--- config.mk ---
export PLATFORM = sky130hd
export DESIGN_NAME = ctp_pick
export DESIGN_NICKNAME = d
export VERILOG_FILES = /design/src/rtl/ctp_pkg.sv /design/src/rtl/ctp_pick.sv
export SDC_FILE = /design/constraint.sdc
export NUM_CORES = 1
export LEC_CHECK = 0
export BUFFER_PORTS_ARGS = -buffer_cell sky130_fd_sc_hd__buf_2
export CORE_UTILIZATION = 45
export DETAILED_ROUTE_END_ITERATION = 16
export PLACE_DENSITY = 0.77
export SYNTH_ARGS = -nofsm -noshare
export SYNTH_HDL_FRONTEND = slang
export SYNTH_SLANG_ARGS = --single-unit
export TNS_END_PERCENT = 30
--- constraint.sdc ---
create_clock -name i_clk -period 3.7 [get_ports i_clk]
set_input_delay 0.37 -clock i_clk [delete_from_list [all_inputs] [get_ports i_clk]]
set_output_delay 0.37 -clock i_clk [all_outputs]
set_load 0.02 [all_outputs]
--- src/rtl/ctp_pkg.sv ---
// Convolution tiling planner: shared widths, defaults and transaction types.
// No dependencies; every other file in rtl/ uses this package.
package ctp_pkg;

    // Input and result field widths
    localparam int C1_W    = 9;
    localparam int K1_W    = 9;
    localparam int P_W     = 11;
    localparam int Q_W     = 11;
    localparam int R_W     = 4;
    localparam int S_W     = 4;
    localparam int ST_W    = 3;
    localparam int SPLIT_W = 7;
    localparam int TILE_W  = 9;
    localparam int CYC_W   = 48;

    // Internal widths
    localparam int RS_W    = 8;   // kern_rows * kern_cols
    localparam int WIN_W   = 14;  // input window width
    localparam int X2_W    = 18;  // kern_rows * window
    localparam int P2_W    = 11;  // row tiles
    localparam int BLK_W   = 40;  // block cost

    // Saturating divider: 9 quotient bits, 3 bits per stage
    localparam int QUO_W   = 9;
    localparam int DIV_LAT = 3;
    localparam int DIV_SPS = 3;

    localparam int LANE_LAT = 6 + DIV_LAT;

    localparam int MIN_COLS        = 16;
    localparam int LANES_PER_GROUP = 8;

    localparam logic [CYC_W-1:0] CYC_MAX = '1;

    localparam int PE_COUNT_DEF         = 8;
    localparam int WEIGHT_BUF_DEPTH_DEF = 256;
    localparam int ACT_BUF_DEPTH_DEF    = 2048;
    localparam int MAX_OUT_COLS_DEF     = 128;
    localparam int TILE_ROWS_DEF        = 8;
    localparam int ACT_PORTS_DEF        = 4;

    // Layer geometry shared by all splits
    typedef struct packed {
        logic [C1_W-1:0]  c1;
        logic [K1_W-1:0]  k1;
        logic [Q_W-1:0]   q;
        logic [Q_W-1:0]   qb;
        logic [P2_W-1:0]  p2;
        logic [R_W-1:0]   r;
        logic [RS_W-1:0]  rs;
        logic [WIN_W-1:0] win;
    } t_geom;

    // Scored split
    typedef struct packed {
        logic               ok;
        logic [SPLIT_W-1:0] kp;
        logic [SPLIT_W-1:0] cp;
        logic [TILE_W-1:0]  tile;
        logic [CYC_W-1:0]   cyc;
    } t_cand;

endpackage

--- src/rtl/ctp_pick.sv ---
// Registered tournament over the scored splits; fewest cycles wins, smaller kp on a tie.
// Depends on ctp_pkg. Each tree level is registered, and one output register follows.
module ctp_pick #(
    parameter int PE_COUNT = ctp_pkg::PE_COUNT_DEF,
    parameter int NL       = 4
) (
    input  logic                        i_clk,
    input  logic                        i_rst_n,
    input  logic                        i_vld,
    input  ctp_pkg::t_cand              i_cand [NL],
    output logic                        o_done,
    output logic                        o_plan_valid,
    output logic [ctp_pkg::SPLIT_W-1:0] o_pe_out_split,
    output logic [ctp_pkg::SPLIT_W-1:0] o_pe_in_split,
    output logic [ctp_pkg::TILE_W-1:0]  o_chan_tile,
    output logic [ctp_pkg::CYC_W-1:0]   o_cycle_estimate
);

    localparam int NP = (NL < 2) ? 2 : (1 << $clog2(NL));
    localparam int LV = $clog2(NP);
    localparam int SW = ctp_pkg::SPLIT_W;
    localparam int TW = ctp_pkg::TILE_W;

    // left side holds the smaller kp, so it keeps ties
    function automatic ctp_pkg::t_cand f_better(input ctp_pkg::t_cand a,
                                                input ctp_pkg::t_cand b);
        return (a.ok && (!b.ok || a.cyc <= b.cyc)) ? a : b;
    endfunction

    ctp_pkg::t_cand w_leaf [NP];
    ctp_pkg::t_cand r_node [1:NP-1];
    logic [LV:0]    r_pv;
    logic           r_ok;
    logic [SW-1:0]  r_kp;
    logic [SW-1:0]  r_cp;
    logic [TW-1:0]  r_tile;
    logic [ctp_pkg::CYC_W-1:0] r_cyc;

    genvar gl, gn;
    generate
        for (gl = 0; gl < NP; gl++) begin : g_leaf
            if (gl < NL) begin : g_used
                assign w_leaf[gl] = i_cand[gl];
            end else begin : g_pad
                assign w_leaf[gl] = '0;
            end
        end
        for (gn = 1; gn < NP; gn++) begin : g_node
            if (2 * gn >= NP) begin : g_bottom
                always_ff @(posedge i_clk) begin
                    r_node[gn] <= f_better(w_leaf[2*gn-NP], w_leaf[2*gn+1-NP]);
                end
            end else begin : g_inner
                always_ff @(posedge i_clk) begin
                    r_node[gn] <= f_better(r_node[2*gn], r_node[2*gn+1]);
                end
            end
        end
    endgenerate

    always_ff @(posedge i_clk) begin
        if (!i_rst_n) begin
            r_pv <= '0;
        end else begin
            r_pv <= {r_pv[LV-1:0], i_vld};
        end
    end

    always_ff @(posedge i_clk) begin
        r_ok <= r_node[1].ok;
        if (r_node[1].ok) begin
            r_kp   <= r_node[1].kp;
            r_cp   <= r_node[1].cp;
            r_tile <= r_node[1].tile;
            r_cyc  <= r_node[1].cyc;
        end else begin
            r_kp   <= SW'(PE_COUNT);
            r_cp   <= SW'(1);
            r_tile <= TW'(1);
            r_cyc  <= ctp_pkg::CYC_MAX;
        end
    end

    assign o_done           = r_pv[LV];
    assign o_plan_valid     = r_ok;
    assign o_pe_out_split   = r_kp;
    assign o_pe_in_split    = r_cp;
    assign o_chan_tile      = r_tile;
    assign o_cycle_estimate = r_cyc;

endmodule

==> metrics <==
Final GP Congestion=0.870; crit path cell chain=inv_1 > ha_1 > nand2_1 > o21ai_0 > a221oi_1 > a21oi_1 > or3_2 > buf_12 > o221ai_1 > o31ai_1; final hold viol count=0; largest net degree at the start of global routing=103; synthesized area per cell=10.7 um^2; vias in the first global route=10,600; Via density=5.16; async set-reset flop share out of synthesis=0; first-pass GRT wire length=55.9 mm; initial antenna violation count=5; Critical Path AT=3.46 ns; Slew HR=0.302; via count=10,600; Final ANT Viol Nets=0; setup_tns=0 ns; DP HPWL=28.1 mm; Post-Synth Simple-Gate Area=0.0774; Tot GR Track Use=0.226; Die H=178 um; R2R cell count=10; Total Wirelength=36.6 mm; Worst VDD drop=0.000330 V; P&R area growth vs syn=21.7%; Max-cap violations=0; Synth Area in Compound Gates=0.143; Final setup violation count=0; largest cells by area after synthesis=dfxtp_1 (42%), ha_1 (13%), mux2_4 (11%); remaining global-route overflow=0; Post-Synth Adder-Cell Area=0.130; Post-synth EDFFs=0; cts repair resizes=0; Slew @ Worst Pin=1.05 ns; post-route insts no fill=2,061; Period minus WS final=3.07 ns; sequential area share after synthesis=0.419; RSZ-0062 raised after global routing=no; Core Box Area=30,000 um^2; Setup crit start kind=flop; Ports=364; Gate Count Post-Synth=1,304; Fmax achieved=0.326 GHz; TritonRoute pass-1 iters=5; Setup Crit Path Kind=reg -> reg; slowest stage cell, crit path=or3_2; Synth top cells by count=dfxtp_1 (291), inv_1 (218), ha_1 (144), mux2_4 (101), o221ai_1 (71); CTS hold repair buffers=0; placed cell count=2,003; clock sink count=291; Chip Width=178 um; Tcrit/Tclk final=0.830; most frequent cell after synthesis=dfxtp_1; FF+latch count, synth=291; XOR/XNOR share of the synthesized area=0; htree depth=1; pwr dens=508 nW/um^2; worst hold stages=2; DRC violation total after the first TritonRoute iteration=713; CTS tree=yes; Hold Path Origin=i_cand[126]; unique cell type count in the Yosys netlist=46; slowest cell delay on critical path=0.75 ns; most used flip-flop cell after synthesis=dfxtp_1; Post-CTS Setup Bufs=0; R2R setup slack=0.63 ns; post-synthesis mux area share=0.142; Starting Density=0.463; mapped cell area=13,900 um^2; Clock Tree Buf Depth=3; Leak Pwr=8.73 nW; routed wire length per instance=17.8 um; CTS buffer count=30; outcome=finished, final reports clean; WHS Endpoint=r_node[0][270]$_DFF_P_; Final #Nets=2,080; Synth warnings=0; worst path required time=4.09 ns; layout cells sized above 1=0.358; r2r endpoint=r_node[0][127]$_DFF_P_; Yosys top cell area share=0.419; Port Buffer Count=363; Die ar.=31,600 um^2; clk slew on worst S/H paths=0.06 ns; Worst Hold Class=in -> reg; Worst Setup End Kind=flop; final slew viol count=0; R2R Path Start=r_node[0][243]$_DFF_P_; area leader, netlist=dfxtp_1; Worst Skew=0.00774 ns; syn_nets=1,739; largest family of logic cells by synthesized area=compound AO/OA/AOI/OAI gates; insertion delay to the later sink of the worst-skew pair=0.55 ns; # fillers=2,566; critical path fanouts, max=46; DRC=0; Root Buffer=clkbuf_16; Placement Rows=63
==> worst max-delay path by stage <==
stage,from,end,slack (ns),cells past startpoint
6_report,r_node[0][243]$_DFF_P_,r_node[0][127]$_DFF_P_,0.63,10
5_1_grt,r_node[0][243]$_DFF_P_,r_node[0][92]$_DFF_P_,0.47,10
4_1_cts,r_node[0][243]$_DFF_P_,r_node[0][127]$_DFF_P_,0.63,10
3_5_place_dp,i_cand[158],r_node[0][165]$_DFF_P_,0.26,11
3_3_place_gp,i_cand[158],r_node[0][169]$_DFF_P_,0.48,11
2_1_floorplan,i_cand[170],r_node[0][145]$_DFF_P_,1.31,10
==> final cells by class <==
| class | count | area [um^2] | area share |
|---|---|---|---|
| repair buffers | 376 | 1960 | 0.116 |
| diodes | 5 | 12.5 | 0.000740 |
| clock inverters | 7 | 78.8 | 0.00466 |
| clock buffers | 46 | 881 | 0.0521 |
| multi-input cells | 727 | 6840 | 0.404 |
| inverters | 219 | 825 | 0.0487 |
| flip-flops and latches | 291 | 5830 | 0.344 |
| well taps | 390 | 488 | 0.0288 |
==> flip-flops by register name (all words and copies together), names as in the netlist <==
signal / count
o_pe_out_split: 7
o_chan_tile: 9
o_plan_valid: 1
r_pv: 3
o_cycle_estimate: 48
o_pe_in_split: 7
r_node: 216
==> report_power, final <==
part | internal [mW] | switching, mW
sequential | 3.62 | 0.156
clock | 1.70 | 1.20
combinational | 0.855 | 1.06
==> cell families (layout without fill, tap and decap cells) <==
kind of cell / after synthesis / in the layout
adders and majority gates: 144 / 144
buffers and inverters: 286 / 648
and+or+nand+nor: 182 / 182
muxes: 142 / 142
AOI/OAI and AO/OA: 259 / 259
other: 0 / 5
DFF: 291 / 291
==> critical path, delay by kind of cell (launching register included) <==
family	cells	cell delay [ns]
fa+ha+maj	1	0.28
buf+inv	2	0.35
compound gates	5	0.96
simple gates	2	0.94
flops	1	0.34
==> through the flow <==
stage | power (mW) | hold slack, ns | utilization | instance area [um^2] | setup slack [ns]
after floorplan | 5.09 | 0.386 | - | 13900 | 1.31
after global placement | 5.70 | 0.389 | 0.531 | 15900 | 0.476
after detailed placement | 5.76 | 0.391 | 0.531 | 15900 | 0.264
after CTS | 8.69 | 0.0228 | 0.563 | 16900 | 0.631
after global routing | 9.03 | 0.0272 | 0.563 | 16900 | 0.470
final | 8.60 | 0.0513 | 0.563 | 16900 | 0.630
==> routing by layer <==
| metal | share of wire | GRT usage |
|---|---|---|
| met2 | 0.47 | 0.382 |
| met3 | 0.059 | 0.0371 |
| met1 | 0.45 | 0.295 |
| met5 | 0.00033 | 0 |
| met4 | 0.024 | 0.0616 |
==> cell usage in the layout, fill, tap and decap left out, types with 3 or more instances in the layout <==
cell / n
clkbuf_16: 30
a221oi_1: 9
clkbuf_1: 9
nand2_1: 40
mux2_2: 41
and4_1: 7
nor3_1: 4
dfxtp_1: 290
nor2b_1: 3
clkbuf_8: 7
buf_12: 4
inv_1: 218
o21ai_0: 25
mux2_4: 101
nand4_1: 19
nand3_1: 15
a21oi_1: 53
o221ai_1: 71
and2_1: 23
or2_2: 3
diode_2: 5
ha_1: 144
o31ai_2: 12
nand2b_1: 53
a221oi_2: 3
clkinv_2: 3
buf_4: 9
nor2_1: 6
a21o_1: 9
buf_2: 363
o31ai_1: 62
Power figures use the tool's default switching activity.
