$ cat config.mk
export PLATFORM = sky130hd
export DESIGN_NAME = ctp_front
export DESIGN_NICKNAME = d
export VERILOG_FILES = /design/src/rtl/ctp_pkg.sv /design/src/rtl/ctp_div.sv /design/src/rtl/ctp_front.sv
export SDC_FILE = /design/constraint.sdc
export NUM_CORES = 1
export LEC_CHECK = 0
export BUFFER_PORTS_ARGS = -buffer_cell sky130_fd_sc_hd__buf_2
export CAP_MARGIN = 10
export CORE_MARGIN = 3
export CORE_UTILIZATION = 42
export CTS_CLUSTER_SIZE = 20
export DETAILED_ROUTE_END_ITERATION = 12
export SETUP_SLACK_MARGIN = 0.4
export SLEW_MARGIN = 20
export SYNTH_ARGS = -nofsm -noshare
export SYNTH_HDL_FRONTEND = slang
export SYNTH_HIERARCHICAL = 1
export SYNTH_SLANG_ARGS = --single-unit
$ cat constraint.sdc
create_clock -name i_clk -period 8.3 [get_ports i_clk]
set_input_delay 1.66 -clock i_clk [delete_from_list [all_inputs] [get_ports i_clk]]
set_output_delay 1.66 -clock i_clk [all_outputs]
set_load 0.05 [all_outputs]
$ cat src/rtl/ctp_pkg.sv
// Convolution tiling planner: shared widths, defaults and transaction types.
// No dependencies; every other file in rtl/ uses this package.
package ctp_pkg;

    // Input and result field widths
    localparam int C1_W    = 9;
    localparam int K1_W    = 9;
    localparam int P_W     = 11;
    localparam int Q_W     = 11;
    localparam int R_W     = 4;
    localparam int S_W     = 4;
    localparam int ST_W    = 3;
    localparam int SPLIT_W = 7;
    localparam int TILE_W  = 9;
    localparam int CYC_W   = 48;

    // Internal widths
    localparam int RS_W    = 8;   // kern_rows * kern_cols
    localparam int WIN_W   = 14;  // input window width
    localparam int X2_W    = 18;  // kern_rows * window
    localparam int P2_W    = 11;  // row tiles
    localparam int BLK_W   = 40;  // block cost

    // Saturating divider: 9 quotient bits, 3 bits per stage
    localparam int QUO_W   = 9;
    localparam int DIV_LAT = 3;
    localparam int DIV_SPS = 3;

    localparam int LANE_LAT = 6 + DIV_LAT;

    localparam int MIN_COLS        = 16;
    localparam int LANES_PER_GROUP = 8;

    localparam logic [CYC_W-1:0] CYC_MAX = '1;

    localparam int PE_COUNT_DEF         = 8;
    localparam int WEIGHT_BUF_DEPTH_DEF = 256;
    localparam int ACT_BUF_DEPTH_DEF    = 2048;
    localparam int MAX_OUT_COLS_DEF     = 128;
    localparam int TILE_ROWS_DEF        = 8;
    localparam int ACT_PORTS_DEF        = 4;

    // Layer geometry shared by all splits
    typedef struct packed {
        logic [C1_W-1:0]  c1;
        logic [K1_W-1:0]  k1;
        logic [Q_W-1:0]   q;
        logic [Q_W-1:0]   qb;
        logic [P2_W-1:0]  p2;
        logic [R_W-1:0]   r;
        logic [RS_W-1:0]  rs;
        logic [WIN_W-1:0] win;
    } t_geom;

    // Scored split
    typedef struct packed {
        logic               ok;
        logic [SPLIT_W-1:0] kp;
        logic [SPLIT_W-1:0] cp;
        logic [TILE_W-1:0]  tile;
        logic [CYC_W-1:0]   cyc;
    } t_cand;

endpackage

$ cat src/rtl/ctp_div.sv
// Pipelined restoring divider with a saturating 9-bit quotient.
// Depends on ctp_pkg. Accepts one division per cycle.
module ctp_div #(
    parameter int NW = 17,
    parameter int DW = 8
) (
    input  logic                      i_clk,
    input  logic [NW-1:0]             i_num,
    input  logic [DW-1:0]             i_den,
    output logic [ctp_pkg::QUO_W-1:0] o_quo
);

    localparam int QW  = ctp_pkg::QUO_W;
    localparam int NS  = ctp_pkg::DIV_LAT;
    localparam int SPS = ctp_pkg::DIV_SPS;
    localparam int W   = NW + DW + QW;

    logic [NW-1:0] r_rem [NS];
    logic [QW-1:0] r_quo [NS];
    logic [DW-1:0] r_den [NS];

    genvar g;
    generate
        for (g = 0; g < NS; g++) begin : g_stage
            logic [NW-1:0] w_rem_in;
            logic [QW-1:0] w_quo_in;
            logic [DW-1:0] w_den_in;
            logic [NW-1:0] n_rem;
            logic [QW-1:0] n_quo;

            if (g == 0) begin : g_first
                assign w_rem_in = i_num;
                assign w_quo_in = '0;
                assign w_den_in = i_den;
            end else begin : g_next
                assign w_rem_in = r_rem[g-1];
                assign w_quo_in = r_quo[g-1];
                assign w_den_in = r_den[g-1];
            end

            // quotient overflow saturates: every step then subtracts
            always_comb begin
                logic [W-1:0]  v_rem;
                logic [W-1:0]  v_trial;
                logic [QW-1:0] v_quo;
                v_rem = W'(w_rem_in);
                v_quo = w_quo_in;
                for (int j = 0; j < SPS; j++) begin
                    v_trial = W'(w_den_in) << (QW - 1 - g * SPS - j);
                    if (v_rem >= v_trial) begin
                        v_rem = v_rem - v_trial;
                        v_quo[QW-1-g*SPS-j] = 1'b1;
                    end
                end
                n_rem = v_rem[NW-1:0];
                n_quo = v_quo;
            end

            always_ff @(posedge i_clk) begin
                r_rem[g] <= n_rem;
                r_quo[g] <= n_quo;
                r_den[g] <= w_den_in;
            end
        end
    endgenerate

    assign o_quo = r_quo[NS-1];

endmodule

$ cat src/rtl/ctp_front.sv
// Front end: registers the layer, derives the shared geometry and the two buffer limits.
// Depends on ctp_pkg and ctp_div.
module ctp_front #(
    parameter int WEIGHT_BUF_DEPTH = ctp_pkg::WEIGHT_BUF_DEPTH_DEF,
    parameter int ACT_BUF_DEPTH    = ctp_pkg::ACT_BUF_DEPTH_DEF,
    parameter int TILE_ROWS        = ctp_pkg::TILE_ROWS_DEF
) (
    input  logic                      i_clk,
    input  logic                      i_rst_n,
    input  logic                      i_start,
    input  logic [ctp_pkg::C1_W-1:0]  i_chan_groups,
    input  logic [ctp_pkg::K1_W-1:0]  i_lane_groups,
    input  logic [ctp_pkg::P_W-1:0]   i_out_rows,
    input  logic [ctp_pkg::Q_W-1:0]   i_out_cols,
    input  logic [ctp_pkg::R_W-1:0]   i_kern_rows,
    input  logic [ctp_pkg::S_W-1:0]   i_kern_cols,
    input  logic [ctp_pkg::ST_W-1:0]  i_step_size,
    output logic                      o_vld,
    output ctp_pkg::t_geom            o_geom,
    output logic [ctp_pkg::QUO_W-1:0] o_lim_w,
    output logic [ctp_pkg::QUO_W-1:0] o_lim_a
);

    localparam int C1_W  = ctp_pkg::C1_W;
    localparam int K1_W  = ctp_pkg::K1_W;
    localparam int P_W   = ctp_pkg::P_W;
    localparam int Q_W   = ctp_pkg::Q_W;
    localparam int R_W   = ctp_pkg::R_W;
    localparam int S_W   = ctp_pkg::S_W;
    localparam int ST_W  = ctp_pkg::ST_W;
    localparam int RS_W  = ctp_pkg::RS_W;
    localparam int WIN_W = ctp_pkg::WIN_W;
    localparam int X2_W  = ctp_pkg::X2_W;
    localparam int P2_W  = ctp_pkg::P2_W;
    localparam int DL    = ctp_pkg::DIV_LAT;
    localparam int FL    = 4 + DL;
    localparam int WB_W  = $clog2(WEIGHT_BUF_DEPTH + 1);
    localparam int AB_W  = $clog2(ACT_BUF_DEPTH + 1);
    // ceil(p / TILE_ROWS) through an exact reciprocal
    localparam int PN_W  = 12;
    localparam int PK    = 19;
    localparam int PM_W  = 20;
    localparam int PP_W  = PN_W + PM_W;
    localparam int PM    = ((1 << PK) + TILE_ROWS - 1) / TILE_ROWS;

    logic [FL-1:0] r_vld;

    logic [C1_W-1:0] r1_c1;
    logic [K1_W-1:0] r1_k1;
    logic [P_W-1:0]  r1_p;
    logic [Q_W-1:0]  r1_q;
    logic [R_W-1:0]  r1_r;
    logic [S_W-1:0]  r1_s;
    logic [ST_W-1:0] r1_st;

    logic [C1_W-1:0]  r2_c1;
    logic [K1_W-1:0]  r2_k1;
    logic [Q_W-1:0]   r2_q;
    logic [Q_W-1:0]   r2_qb;
    logic [R_W-1:0]   r2_r;
    logic [S_W-1:0]   r2_s;
    logic [RS_W-1:0]  r2_rs;
    logic [WIN_W-1:0] r2_mw;
    logic [PN_W-1:0]  r2_pn;

    logic [C1_W-1:0]  r3_c1;
    logic [K1_W-1:0]  r3_k1;
    logic [Q_W-1:0]   r3_q;
    logic [Q_W-1:0]   r3_qb;
    logic [R_W-1:0]   r3_r;
    logic [RS_W-1:0]  r3_rs;
    logic [WIN_W-1:0] r3_win;
    logic [P2_W-1:0]  r3_p2;

    ctp_pkg::t_geom   r4_geom;
    logic [X2_W-1:0]  r4_x2;
    ctp_pkg::t_geom   r_gd [DL];

    logic [Q_W-1:0]   w_qb;
    logic [PP_W-1:0]  w_pp;

    assign w_qb = (r1_q < Q_W'(ctp_pkg::MIN_COLS)) ? Q_W'(ctp_pkg::MIN_COLS) : r1_q;
    assign w_pp = PP_W'(r2_pn) * PP_W'(PM);

    always_ff @(posedge i_clk) begin
        if (!i_rst_n) begin
            r_vld <= '0;
        end else begin
            r_vld <= {r_vld[FL-2:0], i_start};
        end
    end

    always_ff @(posedge i_clk) begin
        r1_c1 <= i_chan_groups;
        r1_k1 <= i_lane_groups;
        r1_p  <= i_out_rows;
        r1_q  <= i_out_cols;
        r1_r  <= i_kern_rows;
        r1_s  <= i_kern_cols;
        r1_st <= i_step_size;

        r2_c1 <= r1_c1;
        r2_k1 <= r1_k1;
        r2_q  <= r1_q;
        r2_qb <= w_qb;
        r2_r  <= r1_r;
        r2_s  <= r1_s;
        r2_rs <= RS_W'(r1_r) * RS_W'(r1_s);
        r2_mw <= WIN_W'(w_qb - Q_W'(1)) * WIN_W'(r1_st);
        r2_pn <= PN_W'(r1_p) + PN_W'(TILE_ROWS - 1);

        r3_c1  <= r2_c1;
        r3_k1  <= r2_k1;
        r3_q   <= r2_q;
        r3_qb  <= r2_qb;
        r3_r   <= r2_r;
        r3_rs  <= r2_rs;
        r3_win <= r2_mw + WIN_W'(r2_s);
        r3_p2  <= w_pp[PK +: P2_W];

        r4_geom.c1  <= r3_c1;
        r4_geom.k1  <= r3_k1;
        r4_geom.q   <= r3_q;
        r4_geom.qb  <= r3_qb;
        r4_geom.p2  <= r3_p2;
        r4_geom.r   <= r3_r;
        r4_geom.rs  <= r3_rs;
        r4_geom.win <= r3_win;
        r4_x2       <= X2_W'(r3_r) * X2_W'(r3_win);

        r_gd[0] <= r4_geom;
        for (int i = 1; i < DL; i++) begin
            r_gd[i] <= r_gd[i-1];
        end
    end

    ctp_div #(.NW(WB_W), .DW(RS_W)) u_div_w (
        .i_clk (i_clk),
        .i_num (WB_W'(WEIGHT_BUF_DEPTH)),
        .i_den (r4_geom.rs),
        .o_quo (o_lim_w)
    );

    ctp_div #(.NW(AB_W), .DW(X2_W)) u_div_a (
        .i_clk (i_clk),
        .i_num (AB_W'(ACT_BUF_DEPTH)),
        .i_den (r4_x2),
        .o_quo (o_lim_a)
    );

    assign o_vld  = r_vld[FL-1];
    assign o_geom = r_gd[DL-1];

endmodule

==> results of run 1 <==
-- synthesized netlist by cell type, drive strengths merged (29+ instances only) --
cell type and count:
nor3 39, nor2 129, xor2 59, ha 242, mux2 46, fa 56, buf 83, inv 205
nand2b 29, dfxtp 660, xnor2 80, nand3 37, nor2b 39, nand2 165, a21o 49, and2 63
o21ai 96, a21oi 136
-- sequential cells by signal, summed over array words and instances, names as in the netlist, 18 cells and up --
name           flops
r4_geom           75
u_div_a/r_den     36
r4_x2             18
u_div_a/r_quo     18
u_div_w/r_quo     18
u_div_w/r_rem     18
r_gd             225
u_div_a/r_rem     24
-- stage by stage --
| step | hold slack [ns] | utilization, % | area (µm²) |
|---|---|---|---|
| global route | 0.297 | 48.8 | 31000 |
| CTS | 0.288 | 48.7 | 31000 |
| global placement | 0.310 | 44.7 | 28400 |
| detailed placement | 0.312 | 44.7 | 28400 |
| finish | 0.301 | 48.8 | 31000 |
| floorplan | 0.310 | - | 27300 |
-- cell type report --
type / instances / area share [%]
Inverter: 205 / 2.48
Clock buffer: 86 / 6.20
Multi-Input combinational cell: 1633 / 40.7
Sequential cell: 660 / 42.6
Clock inverter: 40 / 1.99
Timing Repair Buffer: 154 / 2.56
Tap cell: 846 / 3.42
-- worst max-delay path: cells and delay by family (launching register included) --
family                   cells  cell delay [ns]
AO/OA/AOI/OAI               16             3.34
adder cells (fa/ha/maj)      3             0.97
AND/OR/NAND/NOR              6             1.62
multiplexers                 2             0.41
flip-flops                   1             0.35
buffers and inverters        3             0.53
-- report_power, final --
part / switching [mW] / total, mW / internal, mW
clock network: 1.32 / 3.27 / 1.94
registers: 0.315 / 4.03 / 3.72
logic: 2.95 / 5.14 / 2.19
-- layer usage --
metal	GRT usage, %	vias to the layer above
li1	-	8977
met1	20.9	8283
met2	26.9	339
met3	3.46	93
met4	5.31	0
met5	0	-
-- how the worst max path moves through the flow --
stage	to	slack [ns]	cells past startpoint
3_3_place_gp	u_div_a/r_quo[0][12]	0.82	30
3_5_place_dp	u_div_a/r_quo[0][12]	0.60	30
2_1_floorplan	u_div_a/r_quo[0][12]	1.39	29
6_report	u_div_a/r_quo[0][12]	0.94	30
5_1_grt	u_div_a/r_quo[0][12]	0.41	30
4_1_cts	u_div_a/r_quo[0][12]	0.54	30
-- repair_timing --
| action | in CTS | in global routing |
|---|---|---|
| resized for setup | 0 | 4 |
| hold endpoints to repair | 0 | 0 |
| endpoints found under the setup margin | 0 | 1 |
| hold buffers | 0 | 0 |
| setup buffers | 0 | 1 |
-- cells by family after synthesis --
kind of cell	Yosys count	synth area share, %
and+or+nand+nor	616	11.9
xor gates and xnor gates	139	4.49
muxes	65	2.72
buffers and inverters	316	5.52
adders and majority gates	298	15.3
AOI/OAI and AO/OA	463	11.4
DFF	660	48.7
other	2	0.0277
==> metrics.md, run 1 <==
| Metric | Value |
|---|---|
| Power Dens Cells | 401 mW/mm² |
| Worst Hold Class | register to register |
| CTS tree | yes |
| WL/cell | 14.9 µm |
| Worst-path clk slew | 0.06 ns |
| CP Max Fanout | 22 |
| Sequential area share after synthesis | 48.7% |
| Total negative setup slack | 0 ns |
| Mapped Cells | 2559 |
| Worst Setup SP | u_div_a/r_den[0][19] |
| Worst vdd ir | 0.186 mV |
| Most common cell after layout, fill and taps aside | dfxtp_1 |
| CP Data Arrival Time | 7.80 ns |
| Hold path startpoint | r_gd[0][41] |
| Highest metal used | met4 |
| CTS Buf Count | 70 |
| Antenna-violating nets left | 0 |
| Reg-to-Reg End | u_div_a/r_quo[0][12] |
| # diodes | 0 |
| Total number of vias | 17692 |
| Largest net degree at the start of global routing | 23 |
| Fill cells | 5839 |
| Max Transition Viols Final | 0 |
| Asr flop ratio synth | 0% |
| DRC Markers | 0 |
| Hold path endpoint | r_gd[0][118] |
| PortBufs | 147 |
| Core area | 0.0635 mm² |
| Most used cell, CP | o21ai_0 |
| Met2 routed WL | 25.1 mm |
| # rows | 92 |
| Final Skew | 0.0448 ns |
| Cells after DPL | 3497 |
| Worst setup EP type | register |
| Clk buf depth | 3 |
| Vias in the first global route | 17930 |
| Total power | 12.4 mW |
| Final setup violation count | 0 |
| Final Hold Vio Count | 0 |
| Crit path launch type | register |
| Fin nets | 3076 |
| YS warnings | 6 |
| CP Class | register to register |
| Unique cell type count in the Yosys netlist | 102 |
| Worst setup margin | 0.939 ns |
| Maxcap violations | 0 |
| Commonest non-fill, non-tap cells in the layout | dfxtp_1 (660), ha_1 (242), inv_1 (205), nand2_1 (165), buf_2 (147) |
| Dpl ws | 0.603 ns |
| Worst hold stages | 0 |
| Reg2reg start | u_div_a/r_den[0][19] |
| Gr usage total | 16.2% |
| CP max stage delay | 0.62 ns |
| Area contributors post-synth | dfxtp_1 (49%), ha_1 (11%), fa_1 (4.1%) |
| RSZ-0062 raised after global routing | no |
| Multi-input combinational cell area | 0.0126 mm² |
| Initial antenna violation count | 0 |
| Die width | 260 µm |
| Finished Layout Cells | 3624 |
| Primary FF master, synth | dfxtp_1 |
| Status | completed |
| Mapped Area | 0.0271 mm² |
| Initial drt markers | 892 |
| Grt ovf | 0 |
| Die H | 260 µm |
| Skew-Pair Late Insertion Delay | 0.62 ns |
| Reg-to-reg slack, setup | 0.94 ns |
| Global-route wire length before repair | 89.5 mm |
| Final min period | 7.36 ns |
| WL met1 | 24.7 mm |
| R2R depth | 30 |
| Ports | 150 |
| Leak | 14.3 nW |
| Post-synth top area cell | dfxtp_1 |
| H-tree depth | 3 |
| Routed WL | 53.9 mm |
| Die area | 0.0677 mm² |
| Share of layout cells above drive strength 1 | 13.4% |
| Pre-antenna DRT Iters | 5 |
| Area Overhead vs Synth | 14.2% |
| Metal3 WL | 2.95 mm |
| Initial Util | 42.7% |
| DP HPWL | 41.3 mm |
| Root Driver | clkbuf_16 |
| Worst slew pin tran | 1.06 ns |
| Worst Path Required | 8.74 ns |
| GP Congestion | 0.864 |
| Yosys top cell area share | 48.7% |
| Relative slew slack | 29.0% |
| Register area | 0.0132 mm² |
| Post-synth EDFFs | 0 |
| Synth Register Bits | 660 |
| Period utilization | 88.7% |
| Clock Sinks | 660 |
| Worst path slowest cell | or4b_2 |
| Peak Freq | 0.136 GHz |
| Via-to-Cell Ratio | 4.88 |
| Synthesized area per cell | 10.6 µm² |
Note: power is estimated with default switching activity, not from simulation.
==> inputs of run 2 (changes only) <==
==> constraint.sdc (replaced) <==
create_clock -name i_clk -period 8.3 [get_ports i_clk]
set_input_delay 0.415 -clock i_clk [delete_from_list [all_inputs] [get_ports i_clk]]
set_output_delay 0.415 -clock i_clk [all_outputs]
set_load 0.05 [all_outputs]
==> run 2 against run 1 <==
- register-to-register slack lost 0.05 ns
- cell area grew 1.7%
- largest cell class unchanged
- count of clock-buffer cells in the layout is the same
- clock skew shrank 0.00094 ns
- maximum frequency shrank 0.62%
- power grew 0.20%
- combinational power is essentially flat
- clock power is essentially flat
==> metrics.md, run 2 (same netlist as run 1, synthesis figures left out) <==
| Metric | Value |
|---|---|
| Status | completed (unchanged) |
| DRC Markers | 0 (unchanged) |
| Multi-input combinational cell area | 0.0126 mm² (unchanged) |
| Routed WL | 54.3 mm (was 53.9 mm) |
| Register area | 0.0132 mm² (unchanged) |
| Cells after DPL | 3497 (unchanged) |
| PortBufs | 147 (unchanged) |
| # rows | 92 (unchanged) |
| Fill cells | 5776 (was 5839) |
| CP max stage delay | 0.62 ns (about the same) |
| Fin nets | 3128 (was 3076) |
| Reg-to-reg slack, setup | 0.89 ns (was 0.94 ns) |
| Total number of vias | 17913 (was 17692) |
| Skew-Pair Late Insertion Delay | 0.62 ns (about the same) |
| Finished Layout Cells | 3676 (was 3624) |
| CP Max Fanout | 22 (unchanged) |
| Initial antenna violation count | 0 (unchanged) |
| DP HPWL | 41.3 mm (unchanged) |
| Gr usage total | 16.3% (was 16.2%) |
| Area post-placement | 0.0284 mm² (unchanged) |
| Final Skew | 0.0438 ns (was 0.0448 ns) |
| CTS Buf Count | 70 (unchanged) |
| Max Transition Viols Final | 0 (unchanged) |
| CP bufs+invs | 3 (unchanged) |
| Dpl ws | 0.603 ns (unchanged) |
| Die H | 260 µm (unchanged) |
| Most common cell after layout, fill and taps aside | dfxtp_1 (unchanged) |
| WL/cell | 14.8 µm (was 14.9 µm) |
| Final min period | 7.41 ns (was 7.36 ns) |
| Max reg flops | 225 (unchanged) |
| Pre-antenna DRT Iters | 5 (unchanged) |
| # diodes | 0 (unchanged) |
| Root Driver | clkbuf_16 (unchanged) |
| CP Class | register to register (unchanged) |
| Global-route wire length before repair | 90.3 mm (was 89.5 mm) |
| Leak | 14.5 nW (was 14.3 nW) |
| Finished layout cell area | 0.0315 mm² (was 0.0310 mm²) |
| Final Hold Vio Count | 0 (unchanged) |
| RSZ-0062 raised after global routing | no (unchanged) |
| Crit path launch type | register (unchanged) |
| Ports | 150 (unchanged) |
| Initial Util | 42.7% (unchanged) |
| Most flops, register | r_gd (unchanged) |
| CP Data Arrival Time | 7.85 ns (was 7.80 ns) |
| Antenna-violating nets left | 0 (unchanged) |
| Via-to-Cell Ratio | 4.87 (was 4.88) |
| Relative slew slack | 31.2% (was 29.0%) |
| Total negative setup slack | 0 ns (unchanged) |
| Die area | 0.0677 mm² (unchanged) |
| Share of layout cells above drive strength 1 | 13.1% (was 13.4%) |
| Final setup violation count | 0 (unchanged) |
| Maxcap violations | 0 (unchanged) |
| Worst path slowest cell | or4b_2 (unchanged) |
| Grt ovf | 0 (unchanged) |
| CTS tree | yes (unchanged) |
| Vias in the first global route | 18149 (was 17930) |
| Power Dens Cells | 395 mW/mm² (was 401 mW/mm²) |
| Worst vdd ir | 0.190 mV (was 0.186 mV) |
| GP Congestion | 0.864 (unchanged) |
| Area Overhead vs Synth | 16.1% (was 14.2%) |
| CP top delay family | compound AO/OA/AOI/OAI gates (unchanged) |
| Initial drt markers | 853 (was 892) |
| Commonest non-fill, non-tap cells in the layout | dfxtp_1 (660), ha_1 (242), inv_1 (205), nand2_1 (165), buf_2 (147) (unchanged) |
| Biggest regs | r_gd: 225 flops, r4_geom: 75 flops, u_div_a/r_den: 36 flops (unchanged) |
| Worst Path Required | 8.74 ns (about the same) |
| Worst-path clk slew | 0.06 ns (about the same) |
| Core area | 0.0635 mm² (unchanged) |
| Worst slew pin tran | 1.02 ns (was 1.06 ns) |
| Most used cell, CP | o21ai_0 (unchanged) |
| Period utilization | 89.2% (was 88.7%) |
| Largest net degree at the start of global routing | 23 (unchanged) |
| Final Core Density | 49.6% (was 48.8%) |
| Worst setup margin | 0.893 ns (was 0.939 ns) |
| Peak Freq | 0.135 GHz (was 0.136 GHz) |
| Worst setup EP type | register (unchanged) |
| H-tree depth | 3 (unchanged) |
| Die width | 260 µm (unchanged) |
| Clk buf depth | 3 (unchanged) |
| Clock Sinks | 660 (unchanged) |
| Worst Hold Class | input port to register (was register to register) |
run 2: routing by layer:
metal	up-vias	track usage, %	share of wire, %
li1	9074	-	-
met1	8396	21.1	46
met2	342	27.2	47
met3	101	3.46	5.2
met4	0	5.31	2.4
met5	-	0	0
run 2: worst register-to-register path, delay by kind of cell, from the launching register on:
kind	cells	cell delay (ns)
AO/OA/AOI/OAI	16	3.40
AND/OR/NAND/NOR	6	1.62
adder cells (fa/ha/maj)	3	0.97
buffers and inverters	3	0.53
multiplexers	2	0.42
flip-flops	1	0.35
run 2: repair_timing:
item	in CTS	in global routing
resized for setup	0	4
hold buffers	52	0
endpoints found under the setup margin	0	1
buffers inserted	0	1
hold endpoints to repair	52	0
run 2: per-stage QoR:
step                      hold WS, ns  power (mW)
after floorplan                 0.310        8.10
after global placement          0.310        9.06
after detailed placement        0.312        9.20
after CTS                      0.0448        12.6
after global routing           0.0741        13.4
final                          0.0841        12.5
run 2: final timing paths:
path / startpoint / end / cells past startpoint
setup / recovery: u_div_a/r_den[0][19] / u_div_a/r_quo[0][12] / 30
hold / removal: i_rst_n / r_vld[4] / 2
setup reg to reg: u_div_a/r_den[0][19] / u_div_a/r_quo[0][12] / 30
hold reg to reg: r3_rs[5] / r4_geom[19] / 0
run 2: final cells by class:
type | count | share of cell area [%]
flip-flops and latches | 660 | 41.9
clock buffers | 86 | 6.10
well taps | 846 | 3.36
multi-input cells | 1633 | 40.1
clock inverters | 40 | 1.95
repair buffers | 206 | 4.16
inverters | 205 | 2.44
run 2: where the power goes:
group | internal (mW) | switching (mW) | total [mW] | leakage [nW]
clock | 1.94 | 1.32 | 3.27 | 1.22
combinational | 2.20 | 2.96 | 5.16 | 7.74
sequential | 3.72 | 0.315 | 4.03 | 5.55
total | 7.86 | 4.60 | 12.5 | 14.5
==> inputs of run 3 (changes only) <==
--- a/config.mk
+++ b/config.mk
@@ -11,6 +11,7 @@
 export CORE_UTILIZATION = 42
 export CTS_CLUSTER_SIZE = 20
 export DETAILED_ROUTE_END_ITERATION = 12
+export GPL_TIMING_DRIVEN = 0
 export SETUP_SLACK_MARGIN = 0.4
 export SLEW_MARGIN = 20
 export SYNTH_ARGS = -nofsm -noshare
==> run 3 against run 2 <==
- non-clock buffer count is 105 higher
- utilization grew 1.1 points
- cell count is 2.8% higher
- maximum frequency rose by 0.18%
- critical endpoint is now u_div_a/r_rem[0][8]
==> metrics.md, run 3 (same netlist as run 1, synthesis figures left out) <==
| Metric | Value |
|---|---|
| Largest net degree at the start of global routing | 16 (was 23) |
| Die area | 0.0677 mm² (unchanged) |
| Area Overhead vs Synth | 18.8% (was 16.1%) |
| Most flops, register | r_gd (unchanged) |
| Worst slew pin tran | 0.902 ns (was 1.02 ns) |
| DRC Markers | 0 (unchanged) |
| Pre-antenna DRT Iters | 5 (unchanged) |
| Total negative setup slack | 0 ns (unchanged) |
| Antenna-violating nets left | 0 (unchanged) |
| Final Skew | 0.0385 ns (was 0.0438 ns) |
| Int Pwr | 7.95 mW (was 7.86 mW) |
| Clock Sinks | 660 (unchanged) |
| Skew-Pair Late Insertion Delay | 0.60 ns (was 0.62 ns) |
| Clock network power share | 25.8% (was 26.2%) |
| Final Hold Vio Count | 0 (unchanged) |
| CP Max Fanout | 10 (was 22) |
| R2R depth | 28 (was 30) |
| Total number of vias | 18371 (was 17913) |
| Worst setup margin | 0.906 ns (was 0.893 ns) |
| CP Depth | 28 (was 30) |
| Peak Freq | 0.135 GHz (about the same) |
| Final setup violation count | 0 (unchanged) |
| Gr usage total | 16.3% (about the same) |
| Max reg flops | 225 (unchanged) |
| # diodes | 0 (unchanged) |
| Core area | 0.0635 mm² (unchanged) |
| Reg-to-reg slack, setup | 0.91 ns (was 0.89 ns) |
| Worst Path Required | 8.82 ns (was 8.74 ns) |
| Worst Hold Class | input port to register (unchanged) |
| Most common cell after layout, fill and taps aside | dfxtp_1 (unchanged) |
| PortBufs | 147 (unchanged) |
| Setup crit end | u_div_a/r_rem[0][8] (was u_div_a/r_quo[0][12]) |
| H-tree depth | 3 (unchanged) |
| CTS Buf Count | 69 (was 70) |
| Via-to-Cell Ratio | 4.86 (was 4.87) |
| CTS tree | yes (unchanged) |
| Die width | 260 µm (unchanged) |
| Area post-placement | 0.0291 mm² (was 0.0284 mm²) |
| Max Transition Viols Final | 0 (unchanged) |
| Ports | 150 (unchanged) |
| Sequential power share | 32.3% (was 32.4%) |
| Finished layout cell area | 0.0322 mm² (was 0.0315 mm²) |
| WL/cell | 14.4 µm (was 14.8 µm) |
| Commonest non-fill, non-tap cells in the layout | dfxtp_1 (660), ha_1 (242), inv_1 (205), nand2_1 (165), buf_2 (152) (was dfxtp_1 (660), ha_1 (242), inv_1 (205), nand2_1 (165), buf_2 (147)) |
| Worst path slowest cell | or4_2 (was or4b_2) |
| Initial drt markers | 797 (was 853) |
| Final min period | 7.39 ns (was 7.41 ns) |
| Dpl ws | -0.313 ns (was 0.603 ns) |
| Worst-path clk slew | 0.06 ns (about the same) |
| CP Data Arrival Time | 7.91 ns (was 7.85 ns) |
| CP max stage delay | 0.55 ns (was 0.62 ns) |
| Clk buf depth | 3 (unchanged) |
| Period utilization | 89.1% (was 89.2%) |
| # rows | 92 (unchanged) |
| Maxcap violations | 0 (unchanged) |
| Reg2reg start | r4_x2[3] (was u_div_a/r_den[0][19]) |
| CP Class | register to register (unchanged) |
| Initial antenna violation count | 1 (was 0) |
| Sw Share | 36.5% (was 36.9%) |
| Die H | 260 µm (unchanged) |
| Initial Util | 42.7% (unchanged) |
| Crit path launch type | register (unchanged) |
| Global-route wire length before repair | 90.9 mm (was 90.3 mm) |
| Fin nets | 3232 (was 3128) |
| Worst Setup SP | r4_x2[3] (was u_div_a/r_den[0][19]) |
| Comb pwr share | 41.9% (was 41.4%) |
| Worst setup EP type | register (unchanged) |
| Biggest regs | r_gd: 225 flops, r4_geom: 75 flops, u_div_a/r_den: 36 flops (unchanged) |
| Reg-to-Reg End | u_div_a/r_rem[0][8] (was u_div_a/r_quo[0][12]) |
| Routed WL | 54.6 mm (was 54.3 mm) |
| Share of layout cells above drive strength 1 | 15.7% (was 13.1%) |
| Leak | 14.9 nW (was 14.5 nW) |
| GP Congestion | 0.898 (was 0.864) |
| Relative slew slack | 38.3% (was 31.2%) |
| Final Core Density | 50.7% (was 49.6%) |
| Worst vdd ir | 0.195 mV (was 0.190 mV) |
| Vias in the first global route | 18738 (was 18149) |
| RSZ-0062 raised after global routing | no (unchanged) |
| Status | completed (unchanged) |
| Grt ovf | 0 (unchanged) |
| CP bufs+invs | 6 (was 3) |
| CP top delay family | compound AO/OA/AOI/OAI gates (unchanged) |
| Psw | 4.57 mW (was 4.60 mW) |
| DP HPWL | 41.5 mm (was 41.3 mm) |
| Power Dens Cells | 388 mW/mm² (was 395 mW/mm²) |
| Root Driver | clkbuf_16 (unchanged) |
## run 3: per-layer routing
| metal | GRT usage, % | up-vias | routed length (µm) |
|---|---|---|---|
| met4 | 6.44 | 0 | 1720 |
| met3 | 3.04 | 133 | 2690 |
| li1 | - | 9293 | - |
| met1 | 20.2 | 8555 | 24400 |
| met5 | 0 | - | 0 |
| met2 | 28.0 | 390 | 25800 |
## run 3: worst min-delay path by stage
stage	start	endpoint	slack [ns]	cells past startpoint
6_report	i_rst_n	r_vld[1]	0.09	2
3_5_place_dp	r1_k1[2]	r2_k1[2]	0.31	0
5_1_grt	i_rst_n	r_vld[3]	0.09	2
2_1_floorplan	r1_c1[0]	r2_c1[0]	0.31	0
4_1_cts	i_rst_n	r_vld[4]	0.05	2
3_3_place_gp	r1_c1[3]	r2_c1[3]	0.31	0
## run 3: final cells by class
cell class / count / area, µm²
clock inverter: 30 / 517
inverter: 205 / 769
buffer: 111 / 748
clock buffer: 95 / 1980
fill: 5716 / 31300
tap: 846 / 1060
sequential: 660 / 13200
multi-input combinational: 1633 / 12700
timing repair buffer: 200 / 1260
## run 3: metrics by stage
stage / hold slack [ns] / power [mW] / instances
2_1_floorplan: 0.310 / 8.10 / 2609
3_3_place_gp: 0.310 / 9.12 / 3602
3_5_place_dp: 0.312 / 9.27 / 3602
4_1_cts: 0.0510 / 12.6 / 3779
5_1_grt: 0.0883 / 13.5 / 3780
6_report: 0.0903 / 12.5 / 3780
## run 3: power by group through the flow
| stage | Combinational, mW | Sequential (mW) | Clock, mW |
|---|---|---|---|
| after floorplan | 4.10 | 4.01 | 0 |
| after global placement | 5.01 | 4.11 | 0 |
| after detailed placement | 5.15 | 4.12 | 0 |
| after CTS | 5.22 | 4.05 | 3.34 |
| after global routing | 5.88 | 4.11 | 3.47 |
| final | 5.25 | 4.04 | 3.23 |
## run 3: timing repair
action                     CTS  global route
resized for setup           13            21
setup endpoints to repair   11            17
hold endpoints to repair    52             0
buffers inserted             0             1
pin swaps                    0             1
hold buffers                52             0
